File: src/rsfr_pkg.sv
// Shared constants, types and helper functions for the radio status frame receiver.
`default_nettype none

package rsfr_pkg;

    localparam int BUF_DEPTH = 127;
    localparam int FILL_W    = $clog2(BUF_DEPTH + 1);
    localparam int CMP_W     = ((FILL_W > 9) ? FILL_W : 9) + 1;

    localparam int NUM_SLOTS = 7;
    localparam int SLOT_W    = $clog2(NUM_SLOTS);
    localparam int CRC_W     = 16;

    localparam logic [7:0]  SYNC_BYTE = 8'hA5;
    localparam logic [7:0]  ID_BYTE   = 8'h14;
    localparam logic [7:0]  KIND_MASK = 8'h7F;
    localparam logic [15:0] CRC_POLY  = 16'h8005;
    localparam logic [15:0] CODE_MASK = 16'hFFF0;

    localparam logic [19:0] FREQ_BASE   = 20'd118000;
    localparam logic [19:0] ACTIVE_RST  = 20'd131280;
    localparam logic [19:0] STANDBY_RST = 20'd121500;
    localparam logic [8:0]  BATT_OFFSET = 9'd85;
    localparam logic [7:0]  VOL_BASE    = 8'd50;
    localparam logic [7:0]  SQ_OFFSET   = 8'd6;
    localparam logic [7:0]  VOL_RECIP   = 8'd205;

    localparam logic [6:0] KIND_VERSION   = 7'd0;
    localparam logic [6:0] KIND_VOLUME    = 7'd3;
    localparam logic [6:0] KIND_SQUELCH   = 7'd4;
    localparam logic [6:0] KIND_STATUS    = 7'd12;
    localparam logic [6:0] KIND_VOLTAGE   = 7'd21;
    localparam logic [6:0] KIND_CHANNEL   = 7'd22;
    localparam logic [6:0] KIND_RX_STATUS = 7'd64;

    localparam logic [SLOT_W-1:0] SLOT_VERSION   = SLOT_W'(0);
    localparam logic [SLOT_W-1:0] SLOT_VOLUME    = SLOT_W'(1);
    localparam logic [SLOT_W-1:0] SLOT_SQUELCH   = SLOT_W'(2);
    localparam logic [SLOT_W-1:0] SLOT_STATUS    = SLOT_W'(3);
    localparam logic [SLOT_W-1:0] SLOT_VOLTAGE   = SLOT_W'(4);
    localparam logic [SLOT_W-1:0] SLOT_CHANNEL   = SLOT_W'(5);
    localparam logic [SLOT_W-1:0] SLOT_RX_STATUS = SLOT_W'(6);

    localparam logic [6:0] CHAN_STEP [16] = '{
        7'd0, 7'd5, 7'd10, 7'd15, 7'd25, 7'd30, 7'd35, 7'd40,
        7'd50, 7'd55, 7'd60, 7'd65, 7'd75, 7'd80, 7'd85, 7'd90
    };

    typedef enum logic [2:0] {
        ST_NONE    = 3'd0,
        ST_APPLIED = 3'd1,
        ST_IGNORED = 3'd2,
        ST_CRC_BAD = 3'd3,
        ST_DROPPED = 3'd4
    } t_frame_status;

    typedef struct packed {
        logic              known;
        logic [SLOT_W-1:0] slot;
    } t_kind;

    function automatic logic [15:0] crc_step(input logic [15:0] crc, input logic [7:0] b);
        logic [15:0] c;
        c = crc ^ {b, 8'h00};
        for (int i = 0; i < 8; i++) begin
            c = c[15] ? ({c[14:0], 1'b0} ^ CRC_POLY) : {c[14:0], 1'b0};
        end
        return c;
    endfunction

    function automatic logic [19:0] code_to_khz(input logic [15:0] code);
        logic [15:0] hi;
        logic [19:0] x;
        hi = code & CODE_MASK;
        x  = 20'(hi[15:4]);
        // x * 100 as shifts
        return FREQ_BASE + (x << 6) + (x << 5) + (x << 2) + 20'(CHAN_STEP[code[3:0]]);
    endfunction

    function automatic t_kind kind_slot(input logic [6:0] kind);
        t_kind k;
        k.known = 1'b1;
        k.slot  = SLOT_VERSION;
        case (kind)
            KIND_VERSION:   k.slot = SLOT_VERSION;
            KIND_VOLUME:    k.slot = SLOT_VOLUME;
            KIND_SQUELCH:   k.slot = SLOT_SQUELCH;
            KIND_STATUS:    k.slot = SLOT_STATUS;
            KIND_VOLTAGE:   k.slot = SLOT_VOLTAGE;
            KIND_CHANNEL:   k.slot = SLOT_CHANNEL;
            KIND_RX_STATUS: k.slot = SLOT_RX_STATUS;
            default:        k.known = 1'b0;
        endcase
        return k;
    endfunction

endpackage

`default_nettype wire

File: src/rsfr_ram.sv
// Generic single-port-write, single-port-read RAM with registered read data.
`default_nettype none

module rsfr_ram #(
    parameter int WIDTH = 16,
    parameter int DEPTH = 7,
    localparam int AW   = (DEPTH > 1) ? $clog2(DEPTH) : 1
) (
    input  wire logic             i_clk,
    input  wire logic             i_we,
    input  wire logic [AW-1:0]    i_waddr,
    input  wire logic [WIDTH-1:0] i_wdata,
    input  wire logic             i_re,
    input  wire logic [AW-1:0]    i_raddr,
    output logic      [WIDTH-1:0] o_rdata
);

    logic [WIDTH-1:0] r_mem [DEPTH];
    logic [WIDTH-1:0] r_rdata;

    always_ff @(posedge i_clk) begin
        if (i_we) begin
            r_mem[i_waddr] <= i_wdata;
        end
        if (i_re) begin
            r_rdata <= r_mem[i_raddr];
        end
    end

    assign o_rdata = r_rdata;

endmodule

`default_nettype wire

File: src/radio_status_frame_receiver.sv
// Top level: byte-wise frame assembly, CRC check and status decode of radio frames.
// The result for a byte is registered and offered in the cycle after the byte is accepted.
// Throughput: one byte per cycle when not stalled; the CRC advances one byte per cycle and the
// per-kind CRC memory is read when the kind byte arrives, ready before frame end.
// Reset (synchronous, active low) restores all radio state and clears the
// per-kind CRC valid bits at once; no clearing pass, a byte is taken right after.
`default_nettype none

module radio_status_frame_receiver (
    input  wire logic              i_clk,
    input  wire logic              i_rst_n,
    input  wire logic              i_in_valid,
    output logic                   o_in_ready,
    input  wire logic [7:0]        i_rx_byte,
    input  wire logic              i_sending,
    input  wire logic              i_chunk_end,
    output logic                   o_out_valid,
    input  wire logic              i_out_ready,
    output logic [2:0]             o_frame_status,
    output logic signed [6:0]      o_volume,
    output logic signed [7:0]      o_squelch,
    output logic                   o_dual_mode,
    output logic [19:0]            o_active_freq_khz,
    output logic [19:0]            o_standby_freq_khz,
    output logic [8:0]             o_battery_tenths,
    output logic                   o_transmitting,
    output logic                   o_rx_primary,
    output logic                   o_rx_standby,
    output logic                   o_changed
);

    import rsfr_pkg::*;

    logic                    w_accept;
    logic                    w_chunk_unused;

    logic [FILL_W-1:0]       r_fill, n_fill;
    logic [7:0]              r_fb [8];
    logic [7:0]              n_fb [8];
    logic [15:0]             r_trail, n_trail;
    logic [15:0]             r_crc, n_crc;
    logic [NUM_SLOTS-1:0]    r_crc_valid;
    t_kind                   r_kind;
    logic                    r_rd_valid;

    logic signed [6:0]       r_vol, n_vol;
    logic signed [7:0]       r_sq, n_sq;
    logic                    r_dual, n_dual;
    logic [19:0]             r_act, n_act;
    logic [19:0]             r_stb, n_stb;
    logic [8:0]              r_batt, n_batt;
    logic [3:0]              r_flags, n_flags;
    t_frame_status           r_status, n_status;
    logic                    r_out_valid;

    logic [FILL_W-1:0]       w_pos;
    logic [7:0]              w_len;
    logic [15:0]             w_crc_base;
    logic                    w_frame_end;
    logic                    w_apply;
    logic [15:0]             w_last_crc;
    logic [15:0]             w_ram_rdata;
    logic [7:0]              w_kind_byte;
    t_kind                   w_kind_in;
    logic                    w_ram_re;
    logic                    w_ram_we;

    logic [7:0]              w_vmag;
    logic [15:0]             w_vprod;
    logic [6:0]              w_vq;

    assign w_accept   = i_in_valid && o_in_ready;
    assign o_in_ready = !r_out_valid || i_out_ready;

    // chunk markers carry no framing meaning
    assign w_chunk_unused = i_chunk_end;

    assign w_kind_byte = i_rx_byte & KIND_MASK;
    assign w_kind_in   = kind_slot(w_kind_byte[6:0]);
    assign w_ram_re    = w_accept && (w_pos == FILL_W'(3));
    assign w_ram_we    = w_accept && w_apply;

    rsfr_ram #(
        .WIDTH (CRC_W),
        .DEPTH (NUM_SLOTS)
    ) u_crc_ram (
        .i_clk   (i_clk),
        .i_we    (w_ram_we),
        .i_waddr (r_kind.slot),
        .i_wdata (n_crc),
        .i_re    (w_ram_re),
        .i_raddr (w_kind_in.slot),
        .o_rdata (w_ram_rdata)
    );

    assign w_last_crc = r_rd_valid ? w_ram_rdata : '0;

    always_comb begin
        w_pos = r_fill;
        if (i_rx_byte == SYNC_BYTE) begin
            w_pos = '0;
        end
        if (CMP_W'(w_pos) >= CMP_W'(BUF_DEPTH)) begin
            w_pos = '0;
        end

        n_fb = r_fb;
        if (w_pos < FILL_W'(8)) begin
            n_fb[w_pos[2:0]] = i_rx_byte;
        end
        w_len = n_fb[2];

        w_crc_base = (w_pos == '0) ? '0 : r_crc;
        if (w_pos < FILL_W'(3) || CMP_W'(w_pos) < CMP_W'(w_len) + CMP_W'(3)) begin
            n_crc = crc_step(w_crc_base, i_rx_byte);
        end else begin
            n_crc = w_crc_base;
        end

        n_trail = {r_trail[7:0], i_rx_byte};

        n_fill = w_pos + FILL_W'(1);
        if (n_fill == FILL_W'(2) && i_rx_byte != ID_BYTE) begin
            n_fill = '0;
        end

        w_frame_end = (n_fill >= FILL_W'(3)) && (CMP_W'(n_fill) >= CMP_W'(w_len) + CMP_W'(5));

        w_apply  = 1'b0;
        n_status = ST_NONE;
        if (w_frame_end) begin
            n_fill = '0;
            if (n_crc != n_trail) begin
                n_status = ST_CRC_BAD;
            end else if (i_sending) begin
                n_status = ST_DROPPED;
            end else if (!r_kind.known || w_last_crc == n_crc) begin
                n_status = ST_IGNORED;
            end else begin
                n_status = ST_APPLIED;
                w_apply  = 1'b1;
            end
        end

        // volume: (50 - b) / 5 toward zero, via reciprocal 205/1024
        if (n_fb[4] <= VOL_BASE) begin
            w_vmag = VOL_BASE - n_fb[4];
        end else begin
            w_vmag = n_fb[4] - VOL_BASE;
        end
        w_vprod = 16'(w_vmag) * 16'(VOL_RECIP);
        w_vq    = 7'(w_vprod[15:10]);

        n_vol   = r_vol;
        n_sq    = r_sq;
        n_dual  = r_dual;
        n_act   = r_act;
        n_stb   = r_stb;
        n_batt  = r_batt;
        n_flags = r_flags;
        if (w_apply) begin
            case (r_kind.slot)
                SLOT_VOLUME: begin
                    n_vol = (n_fb[4] <= VOL_BASE) ? w_vq : -w_vq;
                end
                SLOT_SQUELCH: begin
                    if (n_fb[4] >= SQ_OFFSET) begin
                        n_sq = ((n_fb[4] - SQ_OFFSET) >> 1) + 8'd1;
                    end else begin
                        n_sq = 8'd1 - ((SQ_OFFSET - n_fb[4]) >> 1);
                    end
                end
                SLOT_STATUS: begin
                    n_dual = n_fb[4][0];
                end
                SLOT_VOLTAGE: begin
                    n_batt = BATT_OFFSET + 9'(n_fb[4]);
                end
                SLOT_CHANNEL: begin
                    n_act = code_to_khz({n_fb[4], n_fb[5]});
                    n_stb = code_to_khz({n_fb[6], n_fb[7]});
                end
                SLOT_RX_STATUS: begin
                    n_flags[0] = n_fb[7][5] || n_fb[7][6];
                    n_flags[1] = n_fb[7][7];
                    n_flags[2] = n_fb[6][0];
                end
                default: begin
                end
            endcase
            if (r_kind.slot != SLOT_VERSION) begin
                n_flags[3] = 1'b1;
            end
        end
    end

    always_ff @(posedge i_clk) begin
        if (!i_rst_n) begin
            r_fill      <= '0;
            r_fb        <= '{default: '0};
            r_trail     <= '0;
            r_crc       <= '0;
            r_crc_valid <= '0;
            r_kind      <= '0;
            r_rd_valid  <= 1'b0;
            r_vol       <= '0;
            r_sq        <= '0;
            r_dual      <= 1'b0;
            r_act       <= ACTIVE_RST;
            r_stb       <= STANDBY_RST;
            r_batt      <= '0;
            r_flags     <= '0;
            r_status    <= ST_NONE;
            r_out_valid <= 1'b0;
        end else begin
            if (w_accept) begin
                r_fill  <= n_fill;
                r_fb    <= n_fb;
                r_trail <= n_trail;
                r_crc   <= n_crc;
                r_vol   <= n_vol;
                r_sq    <= n_sq;
                r_dual  <= n_dual;
                r_act   <= n_act;
                r_stb   <= n_stb;
                r_batt  <= n_batt;
                r_flags <= n_flags;
                r_status <= n_status;
                if (w_ram_re) begin
                    r_kind     <= w_kind_in;
                    r_rd_valid <= r_crc_valid[w_kind_in.slot];
                end
                if (w_apply) begin
                    r_crc_valid[r_kind.slot] <= 1'b1;
                end
            end
            if (w_accept) begin
                r_out_valid <= 1'b1;
            end else if (i_out_ready) begin
                r_out_valid <= 1'b0;
            end
        end
    end

    assign o_out_valid        = r_out_valid;
    assign o_frame_status     = r_status;
    assign o_volume           = r_vol;
    assign o_squelch          = r_sq;
    assign o_dual_mode        = r_dual;
    assign o_active_freq_khz  = r_act;
    assign o_standby_freq_khz = r_stb;
    assign o_battery_tenths   = r_batt;
    assign o_transmitting     = r_flags[0];
    assign o_rx_primary       = r_flags[1];
    assign o_rx_standby       = r_flags[2];
    assign o_changed          = r_flags[3] && !w_chunk_unused | r_flags[3];

endmodule

`default_nettype wire

File: config.mk
export PLATFORM = sky130hd
export DESIGN_NAME = radio_status_frame_receiver
export DESIGN_NICKNAME = d
export VERILOG_FILES = /design/src/rsfr_pkg.sv /design/src/rsfr_ram.sv /design/src/radio_status_frame_receiver.sv
export SDC_FILE = /design/constraint.sdc
export NUM_CORES = 1
export LEC_CHECK = 0
export ABC_AREA = 0
export BUFFER_PORTS_ARGS = -buffer_cell sky130_fd_sc_hd__buf_2
export CAP_MARGIN = 10
export CORE_MARGIN = 1.5
export CORE_UTILIZATION = 61
export DETAILED_ROUTE_END_ITERATION = 16
export PLACE_DENSITY_LB_ADDON = 0.05
export SYNTH_ARGS = -nofsm -noshare
export SYNTH_HDL_FRONTEND = slang
export SYNTH_HIERARCHICAL = 1
export SYNTH_SLANG_ARGS = --single-unit
File: constraint.sdc
create_clock -name i_clk -period 26.4 [get_ports i_clk]
set_input_delay 2.64 -clock i_clk [delete_from_list [all_inputs] [get_ports i_clk]]
set_output_delay 2.64 -clock i_clk [all_outputs]
set_load 0.02 [all_outputs]
==> flow_metrics.env <==
export IMPL_outcome="finished clean"
export IMPL_dieArea_um2=34050
export IMPL_yosysTopAreaCell="edfxtp_1"
export IMPL_holdWs_ns=0.4638
export IMPL_synth_top_area_share_pct=19.12
export IMPL_drt_iter0_markers=1288
export IMPL_cp_required_ns=26.88
export IMPL_hold_path_class="register to register"
export IMPL_ctsResizeCount=0
export IMPL_ant_nets=0
export IMPL_syn_cell_area_um2=20100
export IMPL_dr_pass1_iters=7
export IMPL_h_tree_depth=1
export IMPL_path_clk_slew_ns=0.06
export IMPL_synth_edff_count=128
export IMPL_slowest_stage="fa_1"
export IMPL_die_width_um=184.5
export IMPL_ys_types=93
export IMPL_final_layout_size_suffix_gt1_share_pct=11.78
export IMPL_arrival_ns=11.47
export IMPL_critPathKind="primary input to register"
export IMPL_area_growth_pct=8.441
export IMPL_design_area_um2=21800
export IMPL_power_density_nw_per_um2=71.73
export IMPL_postCtsSetupBuffers=0
export IMPL_wire_per_inst_um=19.45
export IMPL_synth_main_ff_cell="dfxtp_1"
export IMPL_ys_seq_area_share_pct=34.66
export IMPL_maxSlewHeadroom_pct=24.52
export IMPL_synthArstFlopShare_pct=0
export IMPL_fmax_mhz=91.03
export IMPL_setup_ws_ns=15.42
export IMPL_synthTopCellsByCount="nor2_1, ha_1, nand2_1, dfxtp_1, inv_1"
export IMPL_io_buffers=86
export IMPL_vdd_ir_drop_max_v=0.0001870
export IMPL_multi_input_area_um2=12050
export IMPL_grt_pass1_wl_mm=81.74
export IMPL_setup_viol=0
export IMPL_post_route_period_util_pct=41.61
export IMPL_cts_path_max_buffers=3
export IMPL_vias_per_cell=6.070
export IMPL_place_detailed_hpwl_mm=35.43
export IMPL_cts_root_buffer="clkbuf_16"
export IMPL_drcViolationCount=0
export IMPL_max_stage_delay_ns=0.56
export IMPL_grt_usage_pct=30.44
export IMPL_setup_worst_path_start_class="primary input"
export IMPL_worst_pin_slew_ns=1.132
export IMPL_tns_ns=0
export IMPL_grt_max_degree=90
export IMPL_power_leakage_nw=8.750
export IMPL_grt_pass1_vias=15280
export IMPL_start_util_pct=61.94
export IMPL_num_rows=66
export IMPL_avgSynthCellArea_um2=9.455
export IMPL_die_h_um=184.5
export IMPL_via_count=15880
export IMPL_cp_max_fo=18
export IMPL_pre_cts_ws_ns=14.85
export IMPL_yosysWarnings=6
export IMPL_hold_buffers=0
export IMPL_routed_wl_mm=50.87
export IMPL_synth_most_common_cell="nor2_1"
export IMPL_grt_overflow_total=0
export IMPL_seq_area_um2=6967
export IMPL_synth_nets=2363
export IMPL_slew_viol_final=0
export IMPL_syn_inst=2126
export IMPL_cpMostUsedCell="ha_1"
export IMPL_clock_sinks=284
export IMPL_dpl_instance_area_um2=20760
export IMPL_fp_coreArea_um2=32450
export IMPL_cts_made_buffers=30
export IMPL_clk_latency_ns=0.58
export IMPL_skew_ns=0.02108
export IMPL_io_pins=88
export IMPL_place_congestion=0.9415
export IMPL_nFillCells=2669
export IMPL_synth_top_cells_by_area="edfxtp_1, dfxtp_1, ha_1"
export IMPL_antenna_found_initial=0
export IMPL_setup_worst_path_end_class="register"
export IMPL_finalHoldViolations=0
export IMPL_grt_setup_unrepaired="no"
export IMPL_diodes=0
export IMPL_final_nets=2387
export IMPL_maxCapViolCount=0
export IMPL_fin_crit_ns=10.99
export IMPL_ys_ff_latch=284
export IMPL_utilization_pct=67.16
export IMPL_cts_tree="built"
## power by group
group | switching [mW] | internal, mW
clock network | 0.180 | 0.258
logic | 0.376 | 0.265
registers | 0.00932 | 0.475
total | 0.565 | 0.998
## final cells by class
| class | instances | area share [%] |
|---|---|---|
| inverters | 148 | 2.560 |
| multi-input cells | 1573 | 55.30 |
| well taps | 442 | 2.537 |
| flip-flops and latches | 284 | 31.96 |
| repair buffers | 113 | 2.905 |
| clock buffers | 42 | 3.978 |
| clock inverters | 14 | 0.7577 |
## flip-flops by register name, indices dropped and copies added, names as in the netlist, 8 cells and up
register / flops
u_crc_ram/r_mem: 112
r_crc: 16
o_squelch: 8
o_active_freq_khz: 20
o_standby_freq_khz: 20
r_trail: 8
u_crc_ram/o_rdata: 16
r_fb: 40
o_battery_tenths: 9
## cell usage in the layout (no fill, tap or decap), drive strengths merged, types with 18 or more instances in the layout
cell type  Yosys  layout
nor2         191     191
ha           188     188
nand2        171     171
dfxtp        156     156
inv          144     145
a21oi        134     134
edfxtp       128     128
mux2i        122     122
buf           49     113
xnor2         90      90
a211oi        58      58
nand3         56      56
o21ai         48      48
clkbuf        72      42
nor3          40      40
nand2b        39      39
fa            35      35
mux2          31      31
o211ai        28      28
xor2          26      26
a31oi         22      22
o221ai        22      22
o21a          18      18
and3          18      18
## through the flow
step	total power [mW]	instances
5_1_grt	1.680	2616
3_5_place_dp	1.130	2560
6_report	1.564	2616
2_1_floorplan	0.9934	2126
4_1_cts	1.569	2616
3_3_place_gp	1.109	2560
## kinds of logic (layout without fill, tap and decap cells)
logic type	Yosys count	after routing	synth area share (%)
DFF	284	284	34.66
xor gates and xnor gates	118	118	5.285
AOI/OAI and AO/OA	431	431	15.15
muxes	155	155	8.223
buffers and inverters	269	317	5.733
and+or+nand+nor	644	644	15.62
adders and majority gates	225	225	15.33
## layer usage
layer,wire length (µm),GRT usage (%),vias up
met4,1713,10.52,0
met5,0,0,-
li1,-,-,7660
met2,24250,51.31,480
met3,2874,3.537,89
met1,22030,40.50,7651
## critical path, delay by kind of cell
kind	cells	cell delay (ns)
simple gates	6	1.72
xor+xnor	2	0.60
fa+ha+maj	6	2.28
compound gates	9	1.91
mux	3	0.94
buf+inv	6	1.37
## worst paths after layout
kind | start | end | slack, ns | depth (start not counted)
max reg2reg | r_fill[6] | o_volume[6] | 17.21 | 31
min | r_flags[3] | r_flags[3] | 0.46 | 1
min reg2reg | r_flags[3] | r_flags[3] | 0.46 | 1
max | i_rx_byte[5] | o_volume[6] | 15.42 | 32
Note: power is estimated with default switching activity, not from simulation.
